## config.mk

```make
export PLATFORM = sky130hd
export DESIGN_NAME = multi_heap_bump_descriptor_allocator
export DESIGN_NICKNAME = d
export VERILOG_FILES = /design/src/hw/rtl/mhba_pkg.sv /design/src/hw/rtl/mhba_ram.sv /design/src/hw/rtl/multi_heap_bump_descriptor_allocator.sv
export SDC_FILE = /design/constraint.sdc
export NUM_CORES = 2
export LEC_CHECK = 0
export ABC_AREA = 1
export BUFFER_PORTS_ARGS = -buffer_cell sky130_fd_sc_hd__buf_2
export CAP_MARGIN = 15
export CORE_MARGIN = 5
export CORE_UTILIZATION = 30
export DETAILED_ROUTE_END_ITERATION = 7
export PLACE_DENSITY = 0.51
export SETUP_SLACK_MARGIN = 0.5
export SLEW_MARGIN = 10
export SYNTH_ARGS = -nofsm -noshare
export SYNTH_HDL_FRONTEND = slang
export SYNTH_SLANG_ARGS = --single-unit
```

## constraint.sdc

```tcl
create_clock -name clk -period 24.5 [get_ports clk]
set_input_delay 4.9 -clock clk [delete_from_list [all_inputs] [get_ports clk]]
set_output_delay 4.9 -clock clk [all_outputs]
set_load 0.01 [all_outputs]
```

## src/hw/rtl/mhba_pkg.sv

```systemverilog
// Shared types and constants of the multi-heap bump descriptor allocator.
package mhba_pkg;

	// Field widths
	localparam int ADDR_W   = 48;
	localparam int STRIDE_W = 9;
	localparam int CAP_W    = 11;
	localparam int ARENA_W  = 3;
	localparam int OUTC_W   = 2;
	localparam int CFG_W    = 64;
	localparam int PADDR_W  = 5;

	// Request kinds (tuser on the input side)
	localparam logic REQ_ALLOC = 1'b0;
	localparam logic REQ_FREE  = 1'b1;

	// Result outcome codes
	localparam logic [OUTC_W-1:0] OUT_OK        = 2'd0;
	localparam logic [OUTC_W-1:0] OUT_EXHAUSTED = 2'd1;
	localparam logic [OUTC_W-1:0] OUT_STRAY     = 2'd2;

	// Register indexes (byte address is 8 times the index)
	localparam logic [1:0] REG_STRIDE   = 2'd0;
	localparam logic [1:0] REG_CAPACITY = 2'd1;
	localparam logic [1:0] REG_CPU_BASE = 2'd2;
	localparam logic [1:0] REG_GPU_BASE = 2'd3;

	// Register reset values
	localparam logic [STRIDE_W-1:0] STRIDE_RST   = 9'd32;
	localparam logic [CAP_W-1:0]    CAPACITY_RST = 11'd1024;

	// One result item
	typedef struct packed {
		logic [OUTC_W-1:0]  outcome;
		logic [ARENA_W-1:0] arena_number;
		logic [ADDR_W-1:0]  gpu_address;
		logic [ADDR_W-1:0]  cpu_address;
	} result_t;

endpackage

```

## src/hw/rtl/mhba_ram.sv

```systemverilog
// Generic single-write, single-read RAM with registered read data.
module mhba_ram #(
	parameter int WIDTH = 8,
	parameter int DEPTH = 8,
	localparam int AW = (DEPTH > 1) ? $clog2(DEPTH) : 1
) (
	input  logic                     clk,
	input  logic                     we,
	input  logic [AW-1:0]            waddr,
	input  logic [WIDTH-1:0]         wdata,
	input  logic                     re,
	input  logic [AW-1:0]            raddr,
	output logic [WIDTH-1:0]         rdata
);
	logic [WIDTH-1:0] mem_q [DEPTH];

	// Write port
	always_ff @(posedge clk) begin
		if (we) begin
			mem_q[waddr] <= wdata;
		end
	end

	// Registered read port
	always_ff @(posedge clk) begin
		if (re) begin
			rdata <= mem_q[raddr];
		end
	end

endmodule

```

## src/hw/rtl/multi_heap_bump_descriptor_allocator.sv

```systemverilog
// Top level of the multi-heap bump descriptor allocator.
//
//  channel  | direction | handshake                   | contents
//  ---------+-----------+-----------------------------+-------------------------------------
//  s_*      | in        | s_tvalid / s_tready         | tuser: req_type; tdata: release_address
//  m_*      | out       | m_tvalid / m_tready         | tdata: cpu, gpu, arena_number, outcome
//  APB      | in        | psel, penable, pwrite       | 4 registers at paddr 0, 8, 16, 24
//
// Each request scans the open arenas; the scan reads one counter entry per pass through
// the read and check states, and one shared multiplier forms the span, the arena offset
// and the slot offset.
// Reset clears the open-arena count, so the counter RAM needs no clearing pass.
// A finished result waits in the output register; the next request is taken meanwhile
// and waits in its last state only while the output register is still full.
module multi_heap_bump_descriptor_allocator
	import mhba_pkg::*;
#(
	parameter int MAX_HEAPS       = 8,
	parameter int MAX_ARENA_SLOTS = 1024
) (
	input  logic               clk,
	input  logic               arst_n,
	// Request stream
	input  logic               s_tvalid,
	output logic               s_tready,
	input  logic [47:0]        s_tdata,   // [47:0] release_address
	input  logic               s_tuser,   // [0] req_type
	// Result stream
	output logic               m_tvalid,
	input  logic               m_tready,
	output logic [103:0]       m_tdata,   // [47:0] cpu_address, [95:48] gpu_address,
	                                      // [98:96] arena_number, [100:99] outcome, zero above
	// Configuration
	input  logic               psel,
	input  logic               penable,
	input  logic               pwrite,
	input  logic [PADDR_W-1:0] paddr,
	input  logic [CFG_W-1:0]   pwdata,
	output logic [CFG_W-1:0]   prdata,
	output logic               pready
);
	localparam int CW = $clog2(MAX_ARENA_SLOTS + 1);             // slot count width
	localparam int HW = $clog2(MAX_HEAPS + 1);                   // arena count width
	localparam int AW = (MAX_HEAPS > 1) ? $clog2(MAX_HEAPS) : 1; // arena index width
	localparam int MW = (CW > HW) ? CW : HW;                     // multiplier operand a
	localparam int SW = MW + STRIDE_W;                           // span width
	localparam int PW = MW + SW;                                 // product width

	localparam logic [3:0] S_IDLE = 4'd0;
	localparam logic [3:0] S_SPAN = 4'd1;
	localparam logic [3:0] S_RD   = 4'd2;
	localparam logic [3:0] S_CHK  = 4'd3;
	localparam logic [3:0] S_OFF1 = 4'd4;
	localparam logic [3:0] S_OFF2 = 4'd5;
	localparam logic [3:0] S_SUM  = 4'd6;
	localparam logic [3:0] S_ADDR = 4'd7;
	localparam logic [3:0] S_OUT  = 4'd8;

	logic [3:0]          state_q;

	// Configuration registers
	logic [STRIDE_W-1:0] stride_q;
	logic [CAP_W-1:0]    cap_q;
	logic [ADDR_W-1:0]   cpu_base_q;
	logic [ADDR_W-1:0]   gpu_base_q;

	// Request and work registers
	logic                kind_q;
	logic [ADDR_W-1:0]   addr_q;
	logic [ADDR_W-1:0]   diff_q;
	logic [SW-1:0]       span_q;
	logic [HW-1:0]       open_q;
	logic [HW-1:0]       idx_q;
	logic [CW-1:0]       hand_q;
	logic [CW-1:0]       give_q;
	logic [PW-1:0]       prod_q;
	logic [PW-1:0]       prod2_q;
	logic [ADDR_W-1:0]   off_q;
	result_t             res_q;
	result_t             out_q;
	logic                out_valid_q;

	logic [CW-1:0]       cap_eff;
	logic [MW-1:0]       mul_a;
	logic [SW-1:0]       mul_b;
	logic [PW-1:0]       mul_p;
	logic                cfg_wr;
	logic                in_xfer;
	logic                out_free;
	logic [ADDR_W-1:0]   rel;
	logic                ram_we;
	logic                ram_re;
	logic [2*CW-1:0]     ram_wdata;
	logic [2*CW-1:0]     ram_rdata;
	logic [CW-1:0]       rd_hand;
	logic [CW-1:0]       rd_give;

	assign pready   = 1'b1;
	assign cfg_wr   = psel && penable && pwrite && pready;
	assign s_tready = (state_q == S_IDLE);
	assign in_xfer  = s_tvalid && s_tready;
	assign out_free = !out_valid_q || m_tready;
	assign m_tvalid = out_valid_q;
	assign m_tdata  = {3'd0, out_q};

	// Clamp capacity to 1..MAX_ARENA_SLOTS
	always_comb begin
		if (cap_q == '0) begin
			cap_eff = CW'(1);
		end else if (32'(cap_q) > 32'(MAX_ARENA_SLOTS)) begin
			cap_eff = CW'(MAX_ARENA_SLOTS);
		end else begin
			cap_eff = CW'(cap_q);
		end
	end

	// Configuration writes
	always_ff @(posedge clk or negedge arst_n) begin
		if (!arst_n) begin
			stride_q   <= STRIDE_RST;
			cap_q      <= CAPACITY_RST;
			cpu_base_q <= '0;
			gpu_base_q <= '0;
		end else if (cfg_wr) begin
			unique case (paddr[4:3])
				REG_STRIDE:   stride_q   <= pwdata[STRIDE_W-1:0];
				REG_CAPACITY: cap_q      <= pwdata[CAP_W-1:0];
				REG_CPU_BASE: cpu_base_q <= pwdata[ADDR_W-1:0];
				REG_GPU_BASE: gpu_base_q <= pwdata[ADDR_W-1:0];
				default: ;
			endcase
		end
	end

	// Configuration reads
	always_comb begin
		unique case (paddr[4:3])
			REG_STRIDE:   prdata = CFG_W'(stride_q);
			REG_CAPACITY: prdata = CFG_W'(cap_q);
			REG_CPU_BASE: prdata = CFG_W'(cpu_base_q);
			REG_GPU_BASE: prdata = CFG_W'(gpu_base_q);
			default:      prdata = '0;
		endcase
	end

	// Select operands of the shared multiplier
	always_comb begin
		unique case (state_q)
			S_SPAN: begin
				mul_a = MW'(cap_eff);
				mul_b = SW'(stride_q);
			end
			S_OFF2: begin
				mul_a = MW'(hand_q);
				mul_b = SW'(stride_q);
			end
			default: begin
				mul_a = MW'(idx_q);
				mul_b = span_q;
			end
		endcase
	end

	assign mul_p = PW'(mul_a) * PW'(mul_b);

	// Offset of the request address inside the arena under test
	assign rel = diff_q - ADDR_W'(prod_q);

	// Counter RAM: {handed_out, given_back} per arena
	assign rd_hand = ram_rdata[2*CW-1:CW];
	assign rd_give = ram_rdata[CW-1:0];
	assign ram_re  = (state_q == S_RD) && (idx_q != open_q);

	always_comb begin
		ram_we    = 1'b0;
		ram_wdata = {hand_q + CW'(1), give_q};
		if (state_q == S_ADDR) begin
			ram_we = 1'b1;
		end else if (state_q == S_CHK && kind_q == REQ_FREE && rel < ADDR_W'(span_q)
		             && rd_give < rd_hand) begin
			ram_we = 1'b1;
			if (rd_give + CW'(1) == rd_hand) begin
				ram_wdata = '0;
			end else begin
				ram_wdata = {rd_hand, rd_give + CW'(1)};
			end
		end
	end

	mhba_ram #(
		.WIDTH (2 * CW),
		.DEPTH (MAX_HEAPS)
	) u_cnt_ram (
		.clk   (clk),
		.we    (ram_we),
		.waddr (idx_q[AW-1:0]),
		.wdata (ram_wdata),
		.re    (ram_re),
		.raddr (idx_q[AW-1:0]),
		.rdata (ram_rdata)
	);

	// Sequencer control
	always_ff @(posedge clk or negedge arst_n) begin
		if (!arst_n) begin
			state_q     <= S_IDLE;
			open_q      <= '0;
			idx_q       <= '0;
			out_valid_q <= 1'b0;
		end else begin
			// Load a finished result or drop the one just transferred
			if (state_q == S_OUT && out_free) begin
				out_valid_q <= 1'b1;
			end else if (m_tready) begin
				out_valid_q <= 1'b0;
			end
			unique case (state_q)
				S_IDLE: begin
					if (in_xfer) begin
						idx_q   <= '0;
						state_q <= S_SPAN;
					end
				end
				S_SPAN: state_q <= S_RD;
				S_RD: begin
					if (idx_q == open_q) begin
						if (kind_q == REQ_ALLOC && open_q != HW'(MAX_HEAPS)) begin
							open_q  <= open_q + HW'(1);
							state_q <= S_OFF1;
						end else begin
							state_q <= S_OUT;
						end
					end else begin
						state_q <= S_CHK;
					end
				end
				S_CHK: begin
					if (kind_q == REQ_ALLOC) begin
						if (rd_hand < cap_eff) begin
							state_q <= S_OFF2;
						end else begin
							idx_q   <= idx_q + HW'(1);
							state_q <= S_RD;
						end
					end else if (rel < ADDR_W'(span_q)) begin
						state_q <= S_OUT;
					end else begin
						idx_q   <= idx_q + HW'(1);
						state_q <= S_RD;
					end
				end
				S_OFF1: state_q <= S_OFF2;
				S_OFF2: state_q <= S_SUM;
				S_SUM:  state_q <= S_ADDR;
				S_ADDR: state_q <= S_OUT;
				S_OUT: begin
					if (out_free) begin
						state_q <= S_IDLE;
					end
				end
				default: state_q <= S_IDLE;
			endcase
		end
	end

	// Sequencer datapath
	always_ff @(posedge clk) begin
		unique case (state_q)
			S_IDLE: begin
				if (in_xfer) begin
					kind_q <= s_tuser;
					addr_q <= s_tdata[ADDR_W-1:0];
				end
			end
			S_SPAN: begin
				span_q <= mul_p[SW-1:0];
				diff_q <= addr_q - cpu_base_q;
			end
			S_RD: begin
				prod_q <= mul_p;
				if (idx_q == open_q) begin
					// No open arena serves: open a new one or report
					hand_q <= '0;
					give_q <= '0;
					res_q  <= '{outcome: (kind_q == REQ_ALLOC) ? OUT_EXHAUSTED : OUT_STRAY,
					           arena_number: '0, gpu_address: '0, cpu_address: '0};
				end
			end
			S_CHK: begin
				hand_q <= rd_hand;
				give_q <= rd_give;
				if (kind_q == REQ_FREE && rel < ADDR_W'(span_q)) begin
					if (rd_give < rd_hand) begin
						res_q <= '{outcome: OUT_OK, arena_number: ARENA_W'(idx_q),
						           gpu_address: '0, cpu_address: '0};
					end else begin
						res_q <= '{outcome: OUT_STRAY, arena_number: '0,
						           gpu_address: '0, cpu_address: '0};
					end
				end
			end
			S_OFF1: prod_q <= mul_p;
			S_OFF2: prod2_q <= mul_p;
			S_SUM:  off_q <= ADDR_W'(prod_q) + ADDR_W'(prod2_q);
			S_ADDR: begin
				res_q <= '{outcome: OUT_OK, arena_number: ARENA_W'(idx_q),
				           gpu_address: gpu_base_q + off_q, cpu_address: cpu_base_q + off_q};
			end
			S_OUT: begin
				if (out_free) begin
					out_q <= res_q;
				end
			end
			default: ;
		endcase
	end

	// Assertions
	a_busy_after_take: assert property (@(posedge clk) disable iff (!arst_n)
		in_xfer |=> !s_tready)
		else $error("request taken while a request is in progress");

	a_open_bound: assert property (@(posedge clk) disable iff (!arst_n)
		open_q <= HW'(MAX_HEAPS) && idx_q <= open_q)
		else $error("arena count or scan index out of range");

	a_fail_zero: assert property (@(posedge clk) disable iff (!arst_n)
		(out_valid_q && out_q.outcome != OUT_OK) |->
		(out_q.cpu_address == '0 && out_q.gpu_address == '0 && out_q.arena_number == '0))
		else $error("failed request carries nonzero fields");

	a_ram_write_state: assert property (@(posedge clk) disable iff (!arst_n)
		ram_we |-> (state_q == S_ADDR || (state_q == S_CHK && kind_q == REQ_FREE)))
		else $error("counter write outside an update step");

endmodule

```

==> impl_metrics.toml <==
[global_route]
grt_pass1_wl_um = 232000
first_global_vias = 36800
grt_start_max_net_pins = 77
overflow = 0
track_usage = 0.182
antenna_found_initial = 14

[final_layout]
fin_cells = 7756
drive_above_1_share = 0.0864
synthToLayoutAreaGrowth_pct = 15.0
layout.nets = 6177
final_cell_mix = "1144 x nand2_1, 895 x inv_1, 633 x edfxtp_1"
fillers = 16300
layout_commonest_cell = "nand2_1"

[sta]
final_hold_viol_count = 0
post-route-period-util = 0.486
max_slew_margin = 0.265
setup_viol = 0
worst_slack_ns = 12.60
clock_skew_ns = 0.0731
drv_slew = 0
clock.fmax_mhz = 84.0
tightest_slew_ns = 1.10
rsz0062_at_grt = "false"
fin_setup_tns_ns = 0
period_minus_slack_ns = 11.90

[logic_synthesis]
synth_edf_count = 633
syn-mean-instance-area_sq_um = 9.10
yosysTopAreaCellShare = 0.399
synth_cell_type_count = 59
synth_area_leader_cell = "edfxtp_1"
synth_cells = 5231
synth_top_flop_cell = "edfxtp_1"
ys_top_cells_by_area = "edfxtp_1 40%, nand2_1 9.0%, ha_1 7.5%, inv_1 7.1%, fa_1 7.0%"
syn_area_sq_um = 47600
async_flop_share = 0.169
seq_area_frac_synth = 0.467
yosys_warnings = 0
yosys_register_bits = 762

[drt]
drc = 0
ant_nets = 0
vias_per_cell = 4.81
wl_per_cell_um = 20.2
drtIter0Drc = 3092
dr.pass1.iters = 5
via_count = 37300
routed_wl_um = 157000

[worst_setup_path]
cp-end-kind = "primary output"
start_kind = "input pin"
worstPathArrival_ns = 7.00
reg2regPathDepth = 28
path_cells = "buf_2 > inv_1 > nor2_1 > inv_1 > buf_4 > o22ai_1 > buf_2"
cp_num_buf_inv = 5
critPathMaxFanout = 34
crit_cells = 7
cpPeakStageDelay_ns = 0.72
crit_type = "input pin to primary output"
crit_family = "buffers and inverters"
critPathSlowestCell = "nor2_1"
required_ns = 19.60

[floorplanning]
die_area_sq_um = 167000
row_count = 146
die_h_um = 408
start_util = 0.301
core_sq_um = 158000
ioPinCount = 296
die_x_um = 408

[worst_hold_path]
whs_path_depth = 0
holdCritPathClass = "register to register"

[clock_tree]
cts_hold_buf = 0
cts_tree = "yes"
cts_max_path_buffers = 3
cts_buffers = 87
clk_latency_ns = 0.70
root_buffer = "clkbuf_16"
post_cts_resized = 0
cts.sinks = 762
path_clk_slew_ns = 0.05
htree_levels = 3
post_cts_buffers = 0

[run]
max-cap-violations = 0

[pwr]
leakagePower_nw = 24.1
peakVddDrop_mv = 0.191
finalPower_mw = 8.83
power_density_nw_per_um2 = 161

[placement]
dp_hpwl_um = 124000
dp.cells = 7582
place_congestion = 0.953
io_buffers = 256
pre_cts_ws_ns = 12.75

[status]
outcome = "finished clean"
## report_power, final
part	internal, mW	leakage, nW	switching [mW]	total (mW)
logic	1.59	15.3	3.45	5.04
clock network	0.773	1.41	0.562	1.33
registers	2.21	7.38	0.241	2.45
## per-stage QoR
stage | utilization | hold slack, ns | area [sq um]
6_report | 0.346 | 0.417 | 54800
5_1_grt | 0.346 | 0.423 | 54700
4_1_cts | 0.346 | 0.417 | 54700
3_5_place_dp | 0.327 | 0.405 | 51800
3_3_place_gp | 0.327 | 0.403 | 51800
2_1_floorplan | - | 0.400 | 48000
## path summary, 6_finish.rpt
| check | start | end | slack, ns |
|---|---|---|---|
| max | paddr[4] | prdata[25] | 12.60 |
| min | res_q[88] | m_tdata[88] | 0.42 |
| max reg2reg | state_q[0] | prod_q[22] | 16.19 |
| min reg2reg | res_q[88] | m_tdata[88] | 0.42 |
| max in group asynchronous | arst_n | gpu_base_q[33] | 18.83 |
| min in group asynchronous | arst_n | gpu_base_q[15] | 4.17 |
## synthesized netlist by cell type (75+ instances only)
library cell  count
o21ai_0         294
xor2_1          123
ha_1            287
fa_1            166
nand2_1        1145
inv_1           896
nand4_1          89
a21oi_1         331
nor2_1          441
edfxtp_1        633
dfrtp_1         127
nand3_1         128
clkbuf_1         75
## routing by layer
layer / wire, um / track usage / vias up / part of all wire
li1: - / - / 18100 / -
met1: 68100 / 0.241 / 17900 / 0.43
met2: 74400 / 0.311 / 1059 / 0.48
met3: 8890 / 0.0235 / 195 / 0.057
met4: 5190 / 0.0588 / 2 / 0.033
met5: 11 / 0 / - / 0.000070
## flip-flops by register name, indices dropped and copies added, names as in the netlist, 20 cells and up
| name | count |
|---|---|
| addr_q | 48 |
| u_cnt_ram.mem_q | 176 |
| m_tdata | 101 |
| span_q | 20 |
| prod_q | 31 |
| off_q | 32 |
| prod2_q | 31 |
| cpu_base_q | 48 |
| u_cnt_ram.rdata | 22 |
| res_q | 101 |
| diff_q | 48 |
| gpu_base_q | 48 |
## cell families (layout without fill, tap and decap cells)
group	count (synthesis)	after routing	synth area share
AND/OR/NAND/NOR	1919	1919	0.165
buffers and inverters	1016	1361	0.0822
AO/OA/AOI/OAI	913	913	0.110
flip-flops	762	762	0.467
adder cells (fa/ha/maj)	453	453	0.145
XOR/XNOR	164	164	0.0302
other	2	110	0.000158
multiplexers	2	2	0.000473
## cell type report
cell class | instances | area [sq um] | share of cell area
Sequential cell | 762 | 22200 | 0.406
Multi-Input combinational cell | 3548 | 22000 | 0.402
Inverter | 910 | 3420 | 0.0624
Antenna cell | 13 | 32.5 | 0.000594
Tap cell | 2072 | 2590 | 0.0473
Timing Repair Buffer | 290 | 1540 | 0.0282
Clock inverter | 48 | 594 | 0.0108
Clock buffer | 113 | 2360 | 0.0430
Note: power is estimated with default switching activity, not from simulation.
